==> src/hdl/ssms_pkg.sv <==
package ssms_pkg;

  // field widths
  localparam int NumberW  = 32;
  localparam int PointW   = 4;
  localparam int DigitW   = 4;
  localparam int SegW     = 8;
  localparam int PosW     = 3;
  localparam int NumCfgW  = 4;
  localparam int EnableW  = 8;

  // digit store, bounded by the enable lines
  localparam int MaxDigits  = 8;
  localparam int NumSlots   = 8;
  localparam int DigitSlots = (MaxDigits < NumSlots) ? MaxDigits : NumSlots;
  localparam int BcdW       = NumSlots * DigitW;

  // shift-and-add-3 conversion split over stages
  localparam int StepsPerStage = 4;
  localparam int ConvStages    = NumberW / StepsPerStage;

  // apb map
  localparam int AddrW = 4;
  localparam int DataW = 32;

  typedef enum logic [1:0] {
    RegNumDigits  = 2'd0,
    RegSegActHigh = 2'd1,
    RegEnActHigh  = 2'd2,
    RegScanEnable = 2'd3
  } cfg_reg_e;

  // one beat travelling through the conversion stages
  typedef struct packed {
    logic                     wr;
    logic [NumberW-1:0]       bin;
    logic [BcdW-1:0]          bcd;
    logic signed [PointW-1:0] pt;
  } conv_t;

  // one result beat
  typedef struct packed {
    logic [SegW-1:0]    seg;
    logic [EnableW-1:0] en;
    logic [PosW-1:0]    pos;
  } res_t;

  // segment patterns a-g on bits 0-6
  function automatic logic [SegW-1:0] seg_pattern(logic [DigitW-1:0] d);
    logic [SegW-1:0] p;
    case (d)
      4'd0:    p = 8'h3F;
      4'd1:    p = 8'h06;
      4'd2:    p = 8'h5B;
      4'd3:    p = 8'h4F;
      4'd4:    p = 8'h66;
      4'd5:    p = 8'h6D;
      4'd6:    p = 8'h7D;
      4'd7:    p = 8'h07;
      4'd8:    p = 8'h7F;
      4'd9:    p = 8'h6F;
      default: p = '0;
    endcase
    return p;
  endfunction

  // StepsPerStage shift-and-add-3 steps; digits above the store are dropped
  function automatic conv_t dabble_stage(conv_t c);
    conv_t r;
    r = c;
    for (int s = 0; s < StepsPerStage; s++) begin
      for (int d = 0; d < NumSlots; d++) begin
        if (r.bcd[d*DigitW +: DigitW] >= 4'd5) begin
          r.bcd[d*DigitW +: DigitW] = r.bcd[d*DigitW +: DigitW] + 4'd3;
        end
      end
      {r.bcd, r.bin} = {r.bcd[BcdW-2:0], r.bin, 1'b0};
    end
    return r;
  endfunction

endpackage

==> src/hdl/ssms_in_if.sv <==
interface ssms_in_if;
  logic                               valid;
  logic                               ready;
  logic                               req_type;
  logic [ssms_pkg::NumberW-1:0]       number;
  logic signed [ssms_pkg::PointW-1:0] point_index;

  modport source (output valid, req_type, number, point_index, input ready);
  modport sink (input valid, req_type, number, point_index, output ready);
endinterface

==> src/hdl/ssms_out_if.sv <==
interface ssms_out_if;
  logic                          valid;
  logic                          ready;
  logic [ssms_pkg::SegW-1:0]     segment_levels;
  logic [ssms_pkg::EnableW-1:0]  digit_enable_levels;
  logic [ssms_pkg::PosW-1:0]     active_position;

  modport source (output valid, segment_levels, digit_enable_levels, active_position,
                  input ready);
  modport sink (input valid, segment_levels, digit_enable_levels, active_position,
                output ready);
endinterface

==> src/hdl/seven_segment_mux_scanner.sv <==
// channel   | dir | content
// ----------+-----+--------------------------------------------------------
// item_i    | in  | req_type, number, point_index (tick or write beat)
// res_o     | out | segment_levels, digit_enable_levels, active_position
// apb       | in  | num_digits, segment_active_high, enable_active_high,
//           |     | scan_enable at byte addresses 0, 4, 8, 12
//
// one beat accepted per cycle while the result side takes results; a beat passes
// one input stage, 8 decimal conversion stages of 4 shift steps each,
// and the result register where digit store and scan state are updated in order.
// an empty stage takes a beat even while later ones are stalled, so bubbles
// close up; a stalled result holds the stages behind it one after another.
// asynchronous active-low reset empties the pipeline, sets the registers to their
// defaults and clears the digit store at once; no clearing pass is needed.
module seven_segment_mux_scanner (
  input  logic                         clk_i,
  input  logic                         rst_ni,
  ssms_in_if.sink                      item_i,
  ssms_out_if.source                   res_o,
  input  logic                         psel,
  input  logic                         penable,
  input  logic                         pwrite,
  input  logic [ssms_pkg::AddrW-1:0]   paddr,
  input  logic [ssms_pkg::DataW-1:0]   pwdata,
  output logic [ssms_pkg::DataW-1:0]   prdata,
  output logic                         pready
);

  localparam int Last = ssms_pkg::ConvStages;

  // configuration
  logic [ssms_pkg::NumCfgW-1:0] num_digits_q;
  logic                         seg_act_high_q;
  logic                         en_act_high_q;
  logic                         scan_en_q;

  // display state
  logic [ssms_pkg::PosW-1:0]          pos_q, pos_d;
  logic [ssms_pkg::DigitW-1:0]        digit_q [ssms_pkg::NumSlots];
  logic [ssms_pkg::DigitW-1:0]        digit_d [ssms_pkg::NumSlots];
  logic signed [ssms_pkg::PointW-1:0] point_q, point_d;
  logic [ssms_pkg::SegW-1:0]          held_q, held_d;
  logic                               lit_q, lit_d;

  // pipeline
  ssms_pkg::conv_t stg_q [Last+1];
  logic [Last:0]   stg_v_q;
  logic [Last+1:0] adv_w;
  logic            out_valid_q;
  ssms_pkg::res_t  res_q, res_d;

  logic                         cfg_wr_w;
  ssms_pkg::cfg_reg_e           cfg_idx_w;
  logic                         commit_w;
  logic [ssms_pkg::NumCfgW-1:0] n_w;
  logic [ssms_pkg::NumCfgW-1:0] nxt_w;
  logic [ssms_pkg::SegW-1:0]    pat_w;
  logic [ssms_pkg::EnableW-1:0] onehot_w;

  // apb access
  assign pready    = 1'b1;
  assign cfg_idx_w = ssms_pkg::cfg_reg_e'(paddr[ssms_pkg::AddrW-1:2]);
  assign cfg_wr_w  = psel && penable && pwrite && pready;

  always_comb begin
    prdata = '0;
    case (cfg_idx_w)
      ssms_pkg::RegNumDigits:  prdata = ssms_pkg::DataW'(num_digits_q);
      ssms_pkg::RegSegActHigh: prdata = ssms_pkg::DataW'(seg_act_high_q);
      ssms_pkg::RegEnActHigh:  prdata = ssms_pkg::DataW'(en_act_high_q);
      ssms_pkg::RegScanEnable: prdata = ssms_pkg::DataW'(scan_en_q);
      default:                 prdata = '0;
    endcase
  end

  always_ff @(posedge clk_i or negedge rst_ni) begin
    if (!rst_ni) begin
      num_digits_q   <= 4'd4;
      seg_act_high_q <= 1'b1;
      en_act_high_q  <= 1'b0;
      scan_en_q      <= 1'b0;
    end else if (cfg_wr_w) begin
      case (cfg_idx_w)
        ssms_pkg::RegNumDigits:  num_digits_q   <= pwdata[ssms_pkg::NumCfgW-1:0];
        ssms_pkg::RegSegActHigh: seg_act_high_q <= pwdata[0];
        ssms_pkg::RegEnActHigh:  en_act_high_q  <= pwdata[0];
        ssms_pkg::RegScanEnable: scan_en_q      <= pwdata[0];
        default: ;
      endcase
    end
  end

  // stage advance, from the result register backwards
  always_comb begin
    adv_w[Last+1] = !out_valid_q || res_o.ready;
    for (int k = Last; k >= 0; k--) begin
      adv_w[k] = !stg_v_q[k] || adv_w[k+1];
    end
  end

  assign item_i.ready = adv_w[0];
  assign commit_w     = stg_v_q[Last] && adv_w[Last+1];

  // stage valid bits
  always_ff @(posedge clk_i or negedge rst_ni) begin
    if (!rst_ni) begin
      stg_v_q <= '0;
    end else begin
      if (adv_w[0]) begin
        stg_v_q[0] <= item_i.valid;
      end
      for (int k = 1; k <= Last; k++) begin
        if (adv_w[k]) begin
          stg_v_q[k] <= stg_v_q[k-1];
        end
      end
    end
  end

  // stage payload: input capture then conversion steps
  always_ff @(posedge clk_i) begin
    if (adv_w[0]) begin
      stg_q[0].wr  <= item_i.req_type;
      stg_q[0].bin <= item_i.number;
      stg_q[0].bcd <= '0;
      stg_q[0].pt  <= item_i.point_index;
    end
    for (int k = 1; k <= Last; k++) begin
      if (adv_w[k]) begin
        stg_q[k] <= ssms_pkg::dabble_stage(stg_q[k-1]);
      end
    end
  end

  // effective digit count
  always_comb begin
    n_w = num_digits_q;
    if (num_digits_q == '0) begin
      n_w = 4'd1;
    end else if (num_digits_q > ssms_pkg::NumCfgW'(ssms_pkg::DigitSlots)) begin
      n_w = ssms_pkg::NumCfgW'(ssms_pkg::DigitSlots);
    end
  end

  // state update and result at commit; lit flag cleared when scanning is turned off
  always_comb begin
    pos_d   = pos_q;
    digit_d = digit_q;
    point_d = point_q;
    held_d  = held_q;
    lit_d   = lit_q;
    nxt_w   = {1'b0, pos_q} + 4'd1;
    pat_w   = '0;

    if (commit_w) begin
      if (stg_q[Last].wr) begin
        for (int i = 0; i < ssms_pkg::NumSlots; i++) begin
          if (ssms_pkg::NumCfgW'(i) < n_w) begin
            digit_d[i] = stg_q[Last].bcd[i*ssms_pkg::DigitW +: ssms_pkg::DigitW];
          end
        end
        point_d = stg_q[Last].pt;
      end else if (scan_en_q) begin
        pos_d = (nxt_w >= n_w) ? '0 : nxt_w[ssms_pkg::PosW-1:0];
        pat_w = ssms_pkg::seg_pattern(digit_q[pos_d]);
        if (!point_q[ssms_pkg::PointW-1] && (point_q[ssms_pkg::PosW-1:0] == pos_d)) begin
          pat_w[ssms_pkg::SegW-1] = 1'b1;
        end
        held_d = seg_act_high_q ? pat_w : ~pat_w;
        lit_d  = 1'b1;
      end else begin
        lit_d = 1'b0;
      end
    end

    // turning scanning off clears the lit flag, so later results show the digits dark
    if (cfg_wr_w && (cfg_idx_w == ssms_pkg::RegScanEnable) && !pwdata[0]) begin
      lit_d = 1'b0;
    end

    onehot_w = lit_d ? (ssms_pkg::EnableW'(1) << pos_d) : '0;
    res_d.seg = held_d;
    res_d.en  = en_act_high_q ? onehot_w : ~onehot_w;
    res_d.pos = pos_d;
  end

  always_ff @(posedge clk_i or negedge rst_ni) begin
    if (!rst_ni) begin
      pos_q   <= '0;
      point_q <= 4'sb1111;
      held_q  <= '0;
      lit_q   <= 1'b0;
      for (int i = 0; i < ssms_pkg::NumSlots; i++) begin
        digit_q[i] <= '0;
      end
    end else begin
      pos_q   <= pos_d;
      point_q <= point_d;
      held_q  <= held_d;
      lit_q   <= lit_d;
      digit_q <= digit_d;
    end
  end

  // result register
  always_ff @(posedge clk_i or negedge rst_ni) begin
    if (!rst_ni) begin
      out_valid_q <= 1'b0;
    end else if (adv_w[Last+1]) begin
      out_valid_q <= stg_v_q[Last];
    end
  end

  always_ff @(posedge clk_i) begin
    if (commit_w) begin
      res_q <= res_d;
    end
  end

  assign res_o.valid               = out_valid_q;
  assign res_o.segment_levels      = res_q.seg;
  assign res_o.digit_enable_levels = res_q.en;
  assign res_o.active_position     = res_q.pos;

  // a stalled beat in the last stage is not lost
  assert property (@(posedge clk_i) disable iff (!rst_ni)
    stg_v_q[Last] && !adv_w[Last+1] |=> stg_v_q[Last])
    else $error("last stage beat dropped while stalled");

  // an enabled tick lights its digit
  assert property (@(posedge clk_i) disable iff (!rst_ni)
    commit_w && !stg_q[Last].wr && scan_en_q |=> lit_q)
    else $error("enabled tick left no digit lit");

  // a write never moves the scan position
  assert property (@(posedge clk_i) disable iff (!rst_ni)
    commit_w && stg_q[Last].wr |=> $stable(pos_q))
    else $error("write beat moved the scan position");

  // an enabled tick drives exactly one active enable line
  assert property (@(posedge clk_i) disable iff (!rst_ni)
    commit_w && !stg_q[Last].wr && scan_en_q |=>
      ((en_act_high_q && ($countones(res_q.en) == 1)) ||
       (!en_act_high_q && ($countones(~res_q.en) == 1))))
    else $error("enabled tick result without a single active enable");

endmodule

==> src/flat_wrapper.sv <==
// flat-port wrapper written by rule: the top's interface ports become plain ports
module seven_segment_mux_scanner_flat 
  (clk_i, rst_ni, psel, penable, pwrite, paddr, pwdata, prdata, pready, item_i_valid, item_i_req_type, item_i_number, item_i_point_index, item_i_ready, res_o_valid, res_o_segment_levels, res_o_digit_enable_levels, res_o_active_position, res_o_ready);
  ssms_in_if item_i_i ();
  ssms_out_if res_o_i ();
  input  logic clk_i;
  input  logic rst_ni;
  input  logic psel;
  input  logic penable;
  input  logic pwrite;
  input  logic [ssms_pkg::AddrW-1:0] paddr;
  input  logic [ssms_pkg::DataW-1:0] pwdata;
  output logic [ssms_pkg::DataW-1:0] prdata;
  output logic pready;
  input wire logic [$bits(item_i_i.valid)-1:0] item_i_valid;
  input wire logic [$bits(item_i_i.req_type)-1:0] item_i_req_type;
  input wire logic [$bits(item_i_i.number)-1:0] item_i_number;
  input wire logic [$bits(item_i_i.point_index)-1:0] item_i_point_index;
  output wire logic [$bits(item_i_i.ready)-1:0] item_i_ready;
  output wire logic [$bits(res_o_i.valid)-1:0] res_o_valid;
  output wire logic [$bits(res_o_i.segment_levels)-1:0] res_o_segment_levels;
  output wire logic [$bits(res_o_i.digit_enable_levels)-1:0] res_o_digit_enable_levels;
  output wire logic [$bits(res_o_i.active_position)-1:0] res_o_active_position;
  input wire logic [$bits(res_o_i.ready)-1:0] res_o_ready;
  assign item_i_i.valid = item_i_valid;
  assign item_i_i.req_type = item_i_req_type;
  assign item_i_i.number = item_i_number;
  assign item_i_i.point_index = item_i_point_index;
  assign item_i_ready = item_i_i.ready;
  assign res_o_valid = res_o_i.valid;
  assign res_o_segment_levels = res_o_i.segment_levels;
  assign res_o_digit_enable_levels = res_o_i.digit_enable_levels;
  assign res_o_active_position = res_o_i.active_position;
  assign res_o_i.ready = res_o_ready;
  seven_segment_mux_scanner u_core (.clk_i(clk_i), .rst_ni(rst_ni), .item_i(item_i_i), .res_o(res_o_i), .psel(psel), .penable(penable), .pwrite(pwrite), .paddr(paddr), .pwdata(pwdata), .prdata(prdata), .pready(pready));
endmodule
==> config.mk <==
export PLATFORM = sky130hd
export DESIGN_NAME = seven_segment_mux_scanner_flat
export DESIGN_NICKNAME = d
export VERILOG_FILES = /design/src/hdl/ssms_pkg.sv /design/src/hdl/ssms_in_if.sv /design/src/hdl/ssms_out_if.sv /design/src/hdl/seven_segment_mux_scanner.sv /design/src/flat_wrapper.sv
export SDC_FILE = /design/constraint.sdc
export NUM_CORES = 1
export LEC_CHECK = 0
export BUFFER_PORTS_ARGS = -buffer_cell sky130_fd_sc_hd__clkbuf_2
export CAP_MARGIN = 0
export CORE_MARGIN = 2
export CORE_UTILIZATION = 37
export DETAILED_ROUTE_END_ITERATION = 12
export PLACE_DENSITY = 0.62
export SYNTH_ARGS = -nofsm -noshare
export SYNTH_HDL_FRONTEND = slang
export SYNTH_SLANG_ARGS = --single-unit
==> constraint.sdc <==
create_clock -name clk_i -period 4.1 [get_ports clk_i]
set_input_delay 0 -clock clk_i [delete_from_list [all_inputs] [get_ports clk_i]]
set_output_delay 0 -clock clk_i [all_outputs]
set_load 0.02 [all_outputs]
==> results of run 1 <==
[Yosys cell counts, types with 19 or more instances]
| cell | instances | area, um2 |
|---|---|---|
| nand2b_1 | 117 | 732 |
| nor2_1 | 166 | 623 |
| nand3_1 | 21 | 105 |
| nand2_1 | 180 | 676 |
| dfrtp_1 | 59 | 1480 |
| edfxtp_1 | 380 | 11400 |
| mux2_2 | 111 | 1250 |
| inv_1 | 328 | 1230 |
| a21o_1 | 42 | 315 |
| nor2b_1 | 84 | 526 |
| ha_1 | 310 | 3880 |
| xnor2_1 | 119 | 1040 |
| mux2i_1 | 170 | 1700 |
| o31ai_1 | 24 | 180 |
| nor3b_1 | 36 | 270 |
| o21ai_1 | 36 | 180 |
| a211oi_1 | 32 | 240 |
| nor3_1 | 50 | 250 |
| a211o_1 | 22 | 193 |
| o21ai_0 | 124 | 621 |
| xor2_1 | 27 | 236 |
| a21oi_1 | 126 | 631 |
| buf_4 | 30 | 225 |
| a31oi_1 | 19 | 119 |
| o21bai_1 | 25 | 188 |
[path summary, 6_finish.rpt]
check,endpoint,slack [ns]
max in group asynchronous,u_core.stg_v_q[7],3.37
setup / recovery,u_core.stg_q[0][586],-0.15
hold / removal,u_core.stg_q[0][66],0.08
min in group asynchronous,u_core.digit_q[31],0.13
setup reg to reg,u_core.stg_q[0][586],-0.15
hold reg to reg,u_core.stg_q[0][129],0.40
[critical path: stages, from the launching register on]
cell and delay (ns):
edfxtp_1 0.36, inv_2 0.06, ha_2 0.17, nand2b_4 0.13, a21o_1 0.21, xnor2_2 0.15
inv_1 0.08, ha_2 0.19, nor2b_4 0.12, a211o_1 0.25, and2_4 0.19, xnor2_4 0.21
ha_2 0.20, nand2b_4 0.13, nand2_4 0.05, a2111oi_4 0.27, a41oi_1 0.10, o211ai_1 0.23
xnor2_2 0.20, ha_2 0.24, nor2b_4 0.13, o21a_1 0.18, mux2i_1 0.22
[layer usage]
metal,share of wire (%),track usage [%],vias to the layer above
li1,-,-,12000
met1,43,15.3,10800
met2,53,24.4,183
met3,2.4,1.77,85
met4,2.0,3.37,0
met5,0,0,-
[kinds of logic (layout without fill, tap and decap cells)]
group | after synthesis | after routing | share of synthesized area [%]
AO/OA/AOI/OAI | 630 | 630 | 13.8
XOR/XNOR | 146 | 146 | 4.11
adder cells (fa/ha/maj) | 310 | 310 | 12.5
buffers and inverters | 387 | 1120 | 5.08
flip-flops | 445 | 445 | 41.9
multiplexers | 294 | 294 | 10.2
other | 2 | 29 | 0.0241
AND/OR/NAND/NOR | 747 | 747 | 12.4
[layout make-up]
class                      count  area share (%)
sequential                   445            30.6
timing repair buffer         696            12.4
multi-input combinational   2156            46.8
clock buffer                  58            3.10
inverter                     330            2.93
clock inverter                36            1.04
tap                         1080            3.17
[repair_timing]
item                       in CTS  in global routing
buffers inserted               42                141
gates cloned                    0                  0
resized for setup             116                627
hold endpoints to repair      106                  0
pin swaps                      77                263
setup endpoints to repair      61                137
hold buffers                   54                  0
[flip-flops by register name (all words and copies together), names as in the netlist]
signal / count
u_core.res_o.active_position: 3
u_core.scan_en_q: 1
u_core.held_q: 8
u_core.num_digits_q: 4
u_core.res_o.segment_levels: 8
u_core.res_o.digit_enable_levels: 8
u_core.res_o.valid: 1
u_core.en_act_high_q: 1
u_core.stg_q: 361
u_core.stg_v_q: 9
u_core.pos_q: 3
u_core.lit_q: 1
u_core.digit_q: 32
u_core.seg_act_high_q: 1
u_core.point_q: 4
[per-stage QoR]
stage	cell area (um2)	setup WS, ns	instances	util [%]
final	42600	-0.152	4801	51.1
after global routing	42600	-0.401	4801	51.1
after CTS	39000	0.00107	4668	46.8
after detailed placement	35900	-0.264	4478	43.1
after global placement	35900	-0.138	4478	43.1
after floorplan	31600	-0.000228	2988	-
==> reports/summary.md, run 1 <==
The number of port buffers was 74; the initial standard-cell utilization of the core was 37.3%. Counting flops with a built-in enable in the synthesized netlist gives 380. The tools report the maximum buffer depth of the clock tree as 3. The most frequently used flop master after synthesis was edfxtp_1. The cell sitting at the root of the clock tree is a clkbuf_16. The worst path uses 104% of the clock period.

The die height is 294 um, and the core area is 0.0834 mm2. For this run, design rule violations remaining after detail routing come to 0. The logs give 445 for the total number of clock tree sinks and 66 for the pin count of the biggest net entering global routing. During synthesis, Yosys emitted a total of 0 warnings.

The overall via count from detail_route is 23100, and the setup TNS after final layout is -0.368 ns. Along the worst hold path, the cell count comes to 2. The worst hold path belongs to the class in2reg.

The logs give 0.0200 mm2 for the area taken by multi-input logic gates and 41300 um for the post-DP HPWL. For the worst setup margin, the log shows -0.152 ns. The checks that failed: setup timing.

Counting distinct cell types in the post-synthesis netlist gives 96. For this design the top-level I/O count stands at 134. For the storage element area, the log shows 0.0130 mm2.

The library cells used most frequently in the layout, excluding fill and tap cells, are 548 x buf_4, 380 x edfxtp_1, 248 x inv_1. The mean cell area of the mapped netlist came out at 10.5 um2. Between clock sinks in the finished design, the worst skew comes to 0.0599 ns.

Synthesis produced 2961 cells. The total standard cell area after synthesis is 0.0311 mm2, and the horizontal extent of the die is 294 um. Number of placement rows: 106. Hold is met by 0.0813 ns.

Actual slew at the worst max-slew pin: 1.14 ns. Remaining number of nets flagged by the antenna check after routing: 0. The worst register-to-register path has a depth of 22. Sequential elements use 41.9% of the synthesized area. Setup repair after global routing could not meet its margin everywhere. The largest fanout of any net on the critical path is 3. The startpoint type of the worst setup path was a flip-flop.

For this run, the post-layout net count is 4069. After detailed routing, the average wire length per cell comes to 12.7 um. The layout has 7187 filler cells.

The final critical-path required period came out at 4.25 ns. The number of antenna violations at the first check in global routing is 1. The run finished, with violations left. At the worst endpoint, the required time is 4.52 ns. After detailed routing, the total wire length is 61100 um. The launch point of the worst path is u_core.stg_q[0][516]. The H-tree was split into 2 levels. The most common library cell in the layout ignoring fill and taps is buf_4.

The worst-skew pair later-pin latency is 0.64 ns. The share of async-settable or async-resettable flops after synthesis was 14.6%; the detailed-routing iteration count for the pre-antenna-repair pass was 5. The tools report the critical hold path startpoint as item_i_number[30]. TritonCTS built the clock tree. The critical path class was reg2reg. Routability-driven placement finished with a final weighted congestion of 0.788. Derived from the worst setup path, the maximum achievable clock frequency is 0.235 GHz. For the via count of the first global-routing pass, the log shows 22000. The wire length of the first global-routing pass was 96600 um; the number of synthesized register bits was 445. The logs give 0 for the final hold violation count and 23.8% for the remaining max-slew budget at the tightest pin. The number of DRC markers after the initial detailed-route iteration is 747, and the fraction of final layout cells with drive strength greater than 1 is 41.4%. In this run the critical register-to-register path is launched from u_core.stg_q[0][516]. The final setup violation count is 4. STA puts the critical path data arrival time at 4.67 ns.

Global routing used 12.9% of the available tracks. After clock tree synthesis, the clock-pin slew on the worst setup and hold paths is 0.06 ns. The die covers 0.0865 mm2. Number of pins exceeding their max-slew limit in the final report: 0. The residual overflow from global routing was 0. The post-synthesis to final-layout area growth came out at 37.0%. The tools report the sort of element at the end of the critical path as a flip-flop. Counting the buffers created by CTS gives 50. The routed via count divided by cell count was 4.81.

0 antenna diodes ended up in the layout. The tool flagged a number of max-cap violations equal to 0.
Power of run 1 is not shown: default switching activity piles up to over one toggle a cycle in this logic, so the estimate is an artifact.
==> inputs of run 2 (changes only) <==
- ABC_AREA: not set -> 1
==> reports/summary.md, run 2 <==
The mean routed wirelength per cell was 10.1 um (was 12.7 um). The actual slew at the worst max-slew pin works out to 0.747 ns (was 1.14 ns). Residual overflow from global routing: 0 (unchanged). Most repeated library cell on the critical path: ha_1 (was ha_2). The tools report the total number of clock tree sinks as 445 (unchanged). The logs give 0 (was 4) for the final setup violation count and 0 (unchanged) for the final hold violation count.

The most frequently used flop master after synthesis was edfxtp_1 (unchanged). The largest fanout of any net on the critical path was 4 (was 3). The run gives 0.0254 ns (was 0.0599 ns) as the maximum clock skew at final layout. Final standard cell area without fillers: 0.0376 mm2 (was 0.0426 mm2). The remaining number of nets flagged by the antenna check after routing was 0 (unchanged).

The worst hold-check path type was in2reg (unchanged). Die height: 298 um (was 294 um). The number of library cell types mapped by synthesis came out at 59 (was 96). The cell count after synthesis is 3875 (was 2961). The number of DRC markers after the initial detailed-route iteration came out at 795 (was 747). Leading post-synthesis cells by instance count: 988 x nand2_1, 713 x inv_1, 380 x edfxtp_1 (was 380 x edfxtp_1, 328 x inv_1, 310 x ha_1).

The area of placed instances is 0.0338 mm2 (was 0.0359 mm2), and the number of cells in the finished layout apart from fillers is 5314 (was 4801). The tools report the worst-skew pair later-pin latency as 0.61 ns (was 0.64 ns). Setup repair after global routing could not meet its margin everywhere. Register bank with the most flops: u_core.stg_q (unchanged).

Highest-count cells in the layout ignoring fill and taps: 934 x nand2_1, 667 x inv_1, 380 x edfxtp_1 (was 548 x buf_4, 380 x edfxtp_1, 248 x inv_1). The max-cap violation count is 0 (unchanged). The level count of the clock H-tree was 2 (unchanged); the buffering stage count on the worst path with inverters included was 5 (was 2). The final clock period utilization by the worst path was 97.0% (was 104%).

The flow ran to the end, and the final reports show no timing, DRC or antenna violations. The run gives 50.0% (was 23.8%) as the remaining max-slew budget at the tightest pin. Cell family with the largest share of critical-path delay: adder cells (was compound AO/OA/AOI/OAI gates). The number of inserted filler cells in the final layout is 8230 (was 7187), and the total global-route track usage is 12.0% (was 12.9%). Detailed-routing iteration count for the pre-antenna-repair pass: 7 (was 5). The number of flip-flops under the largest register name is 361 (unchanged), and the initial standard-cell utilization of the core is 37.4% (was 37.3%). The run gives 134 (unchanged) as the number of placed I/O pins. The critical path class was reg2reg (unchanged).

Overall die area: 0.0885 mm2 (was 0.0865 mm2). For the worst setup margin, the log shows 0.124 ns (was -0.152 ns). For the post-synthesis sequential area ratio, the log shows 40.9% (was 41.9%). Number of inserted diodes: 0 (unchanged).

For the required time of the worst setup path, the log shows 4.46 ns (was 4.52 ns). The core area is 0.0853 mm2 (was 0.0834 mm2), and the number of warning messages in the yosys log is 0 (unchanged). TritonCTS built the clock tree.

The maximum achievable frequency is 0.251 GHz (was 0.235 GHz), and the number of synthesized flops with an enable pin is 380 (unchanged). The total standard cell area after synthesis is 0.0319 mm2 (was 0.0311 mm2). The library cell contributing the largest single delay on the critical path was edfxtp_1 (unchanged).

Wire length of the first global-routing pass: 93300 um (was 96600 um). The share of async-settable or async-resettable flops after synthesis is 14.6% (unchanged), and the CTS clock-pin slew for the worst setup and hold paths is 0.06 ns (about the same). The number of placement rows was 107 (was 106); the net count of the finished layout was 4519 (was 4069).

The number of synthesized register bits works out to 445 (unchanged). The most common cell in the netlist is nand2_1 (was edfxtp_1). The fraction of final layout cells with drive strength greater than 1 is 18.1% (was 41.4%), and the post-DP HPWL is 39400 um (was 41300 um).

The longest individual stage delay on the worst path is 0.41 ns (was 0.36 ns), and the routed via count divided by cell count is 4.47 (was 4.81). The tools report the maximum buffer depth of the clock tree as 3 (unchanged). The post-synthesis cell type with the largest combined area was edfxtp_1 (unchanged). Chain of cells forming the critical path: inv_1 -> ha_1 -> inv_1 -> ha_1 -> a21oi_2 -> xor2_2 -> buf_4 -> ha_1 -> o21ai_2 -> nand2_2 -> xor2_4 -> ha_2 -> inv_1 -> or2_2 -> nand3_1 -> nand2_2 -> nand3_2 -> ha_1 -> inv_1 -> ha_1 -> a21o_1 -> mux2_2 (was inv_2 -> ha_2 -> nand2b_4 -> a21o_1 -> xnor2_2 -> inv_1 -> ha_2 -> nor2b_4 -> a211o_1 -> and2_4 -> xnor2_4 -> ha_2 -> nand2b_4 -> nand2_4 -> a2111oi_4 -> a41oi_1 -> o211ai_1 -> xnor2_2 -> ha_2 -> nor2b_4 -> o21a_1 -> mux2i_1). Total clock buffers created by CTS: 51 (was 50). The mean cell area of the mapped netlist was 8.23 um2 (was 10.5 um2); the pin count of the biggest net entering global routing was 47 (was 66).

The horizontal extent of the die works out to 298 um (was 294 um). Number of placed instances with taps included: 5104 (was 4478). The number of pins exceeding their max-slew limit in the final report was 0 (unchanged). Critical path arrival: 4.33 ns (was 4.67 ns). The tools report the routability congestion estimate from global placement as 0.793 (was 0.788). The tools report the startpoint type of the worst setup path as a flip-flop (unchanged).

The cell count along the critical path is 22 (unchanged). The master cell of the clock root buffer is clkbuf_16 (unchanged). The number of cells traversed by the worst register-to-register path is 22 (unchanged), and the number of DRC violations after detailed routing is 0 (unchanged). The final critical-path required period was 3.98 ns (was 4.25 ns); the setup slack at placement was 0.00209 ns (was -0.264 ns).

The via count of the first global-routing pass came out at 22300 (was 22000). The post-synthesis to final-layout area growth works out to 18.0% (was 37.0%). The tools report the detailed-route wire length as 53700 um (was 61100 um). The depth of the worst hold-timing path works out to 4 (was 2). Most common library cell in the layout ignoring fill and taps: nand2_1 (was buf_4). The number of antenna violations at the first check in global routing is 0 (was 1), and the number of port buffers is 74 (unchanged).

The sort of element at the end of the critical path is a flip-flop (unchanged). Cell types with the largest area share after synthesis: edfxtp_1 36%, ha_1 12%, nand2_1 12% (was edfxtp_1 37%, ha_1 12%, mux2i_1 5.5%). Top Registers: u_core.stg_q x361, u_core.digit_q x32, u_core.stg_v_q x9 (unchanged).

For the overall via count from detail_route, the log shows 23800 (was 23100). The share of the synthesized area in the top cell type was 35.8% (was 36.6%).
## run 2: cell types whose count changed in the layout (fill, tap and decap cells not counted), moves of 87 or more
cell / delta
nand2_1: +780
ha_2: -88
ha_1: +131
mux2i_1: -153
nand3_1: +255
buf_4: -468
nand2b_1: -100
mux2_2: -87
inv_1: +419
nand2_2: +91
## run 2: kinds of logic (layout without fill, tap and decap cells)
group | after synthesis | count (layout) | synth area share [%]
XOR/XNOR | 121 | 121 | 3.79
flip-flops | 445 | 445 | 40.9
other | 2 | 29 | 0.0236
adder cells (fa/ha/maj) | 310 | 310 | 12.2
buffers and inverters | 784 | 1052 | 9.61
AND/OR/NAND/NOR | 1741 | 1741 | 24.4
multiplexers | 10 | 10 | 0.353
AO/OA/AOI/OAI | 462 | 462 | 8.77
## run 2: final timing paths
| check | start | slack (ns) | endpoint |
|---|---|---|---|
| setup / recovery | u_core.stg_q[0][224] | 0.12 | u_core.stg_q[0][299] |
| hold / removal | psel | 0.05 | u_core.num_digits_q[0] |
| setup reg to reg | u_core.stg_q[0][224] | 0.12 | u_core.stg_q[0][299] |
| hold reg to reg | u_core.stg_q[0][260] | 0.42 | u_core.stg_q[0][333] |
| max in group asynchronous | rst_ni | 2.44 | u_core.held_q[4] |
| min in group asynchronous | rst_ni | 0.50 | u_core.point_q[2] |
## run 2: cell type report
class	instances	area (um2)	share of cell area [%]
timing repair buffer	212	1550	4.12
inverter	746	2850	7.58
tap	1144	1430	3.81
sequential	445	13000	34.7
clock inverter	25	264	0.702
multi-input combinational	2673	17000	45.3
clock buffer	69	1450	3.85
## run 2: stage by stage
step	TNS, ns	hold slack, ns	util (%)
floorplan	-5.54	-0.296	-
global placement	0	-0.0183	39.6
detailed placement	0	-0.0177	39.6
CTS	0	0.0150	42.3
global route	-2.04	0.0757	44.1
finish	0	0.0540	44.1
## run 2: metal layers
layer	track usage [%]	vias to the layer above	wire (um)
li1	-	12900	-
met2	22.9	208	27600
met1	13.5	10600	23200
met3	1.79	86	1470
met5	0	-	0
met4	3.90	0	1380
## run 2: worst min-delay path, stage by stage
cell and delay (ns):
clkbuf_2 0.08, and3_1 0.20, nand2_1 0.20, o21ai_0 0.12
## run 2: timing repair
| action | 4_1_cts | 5_1_grt |
|---|---|---|
| hold buffers | 58 | 0 |
| gates resized for setup | 1 | 251 |
| setup buffers | 0 | 58 |
| setup endpoints to repair | 1 | 110 |
| hold endpoints to repair | 110 | 0 |
| pin swaps | 0 | 82 |
Power of run 2 is left out for the same reason.
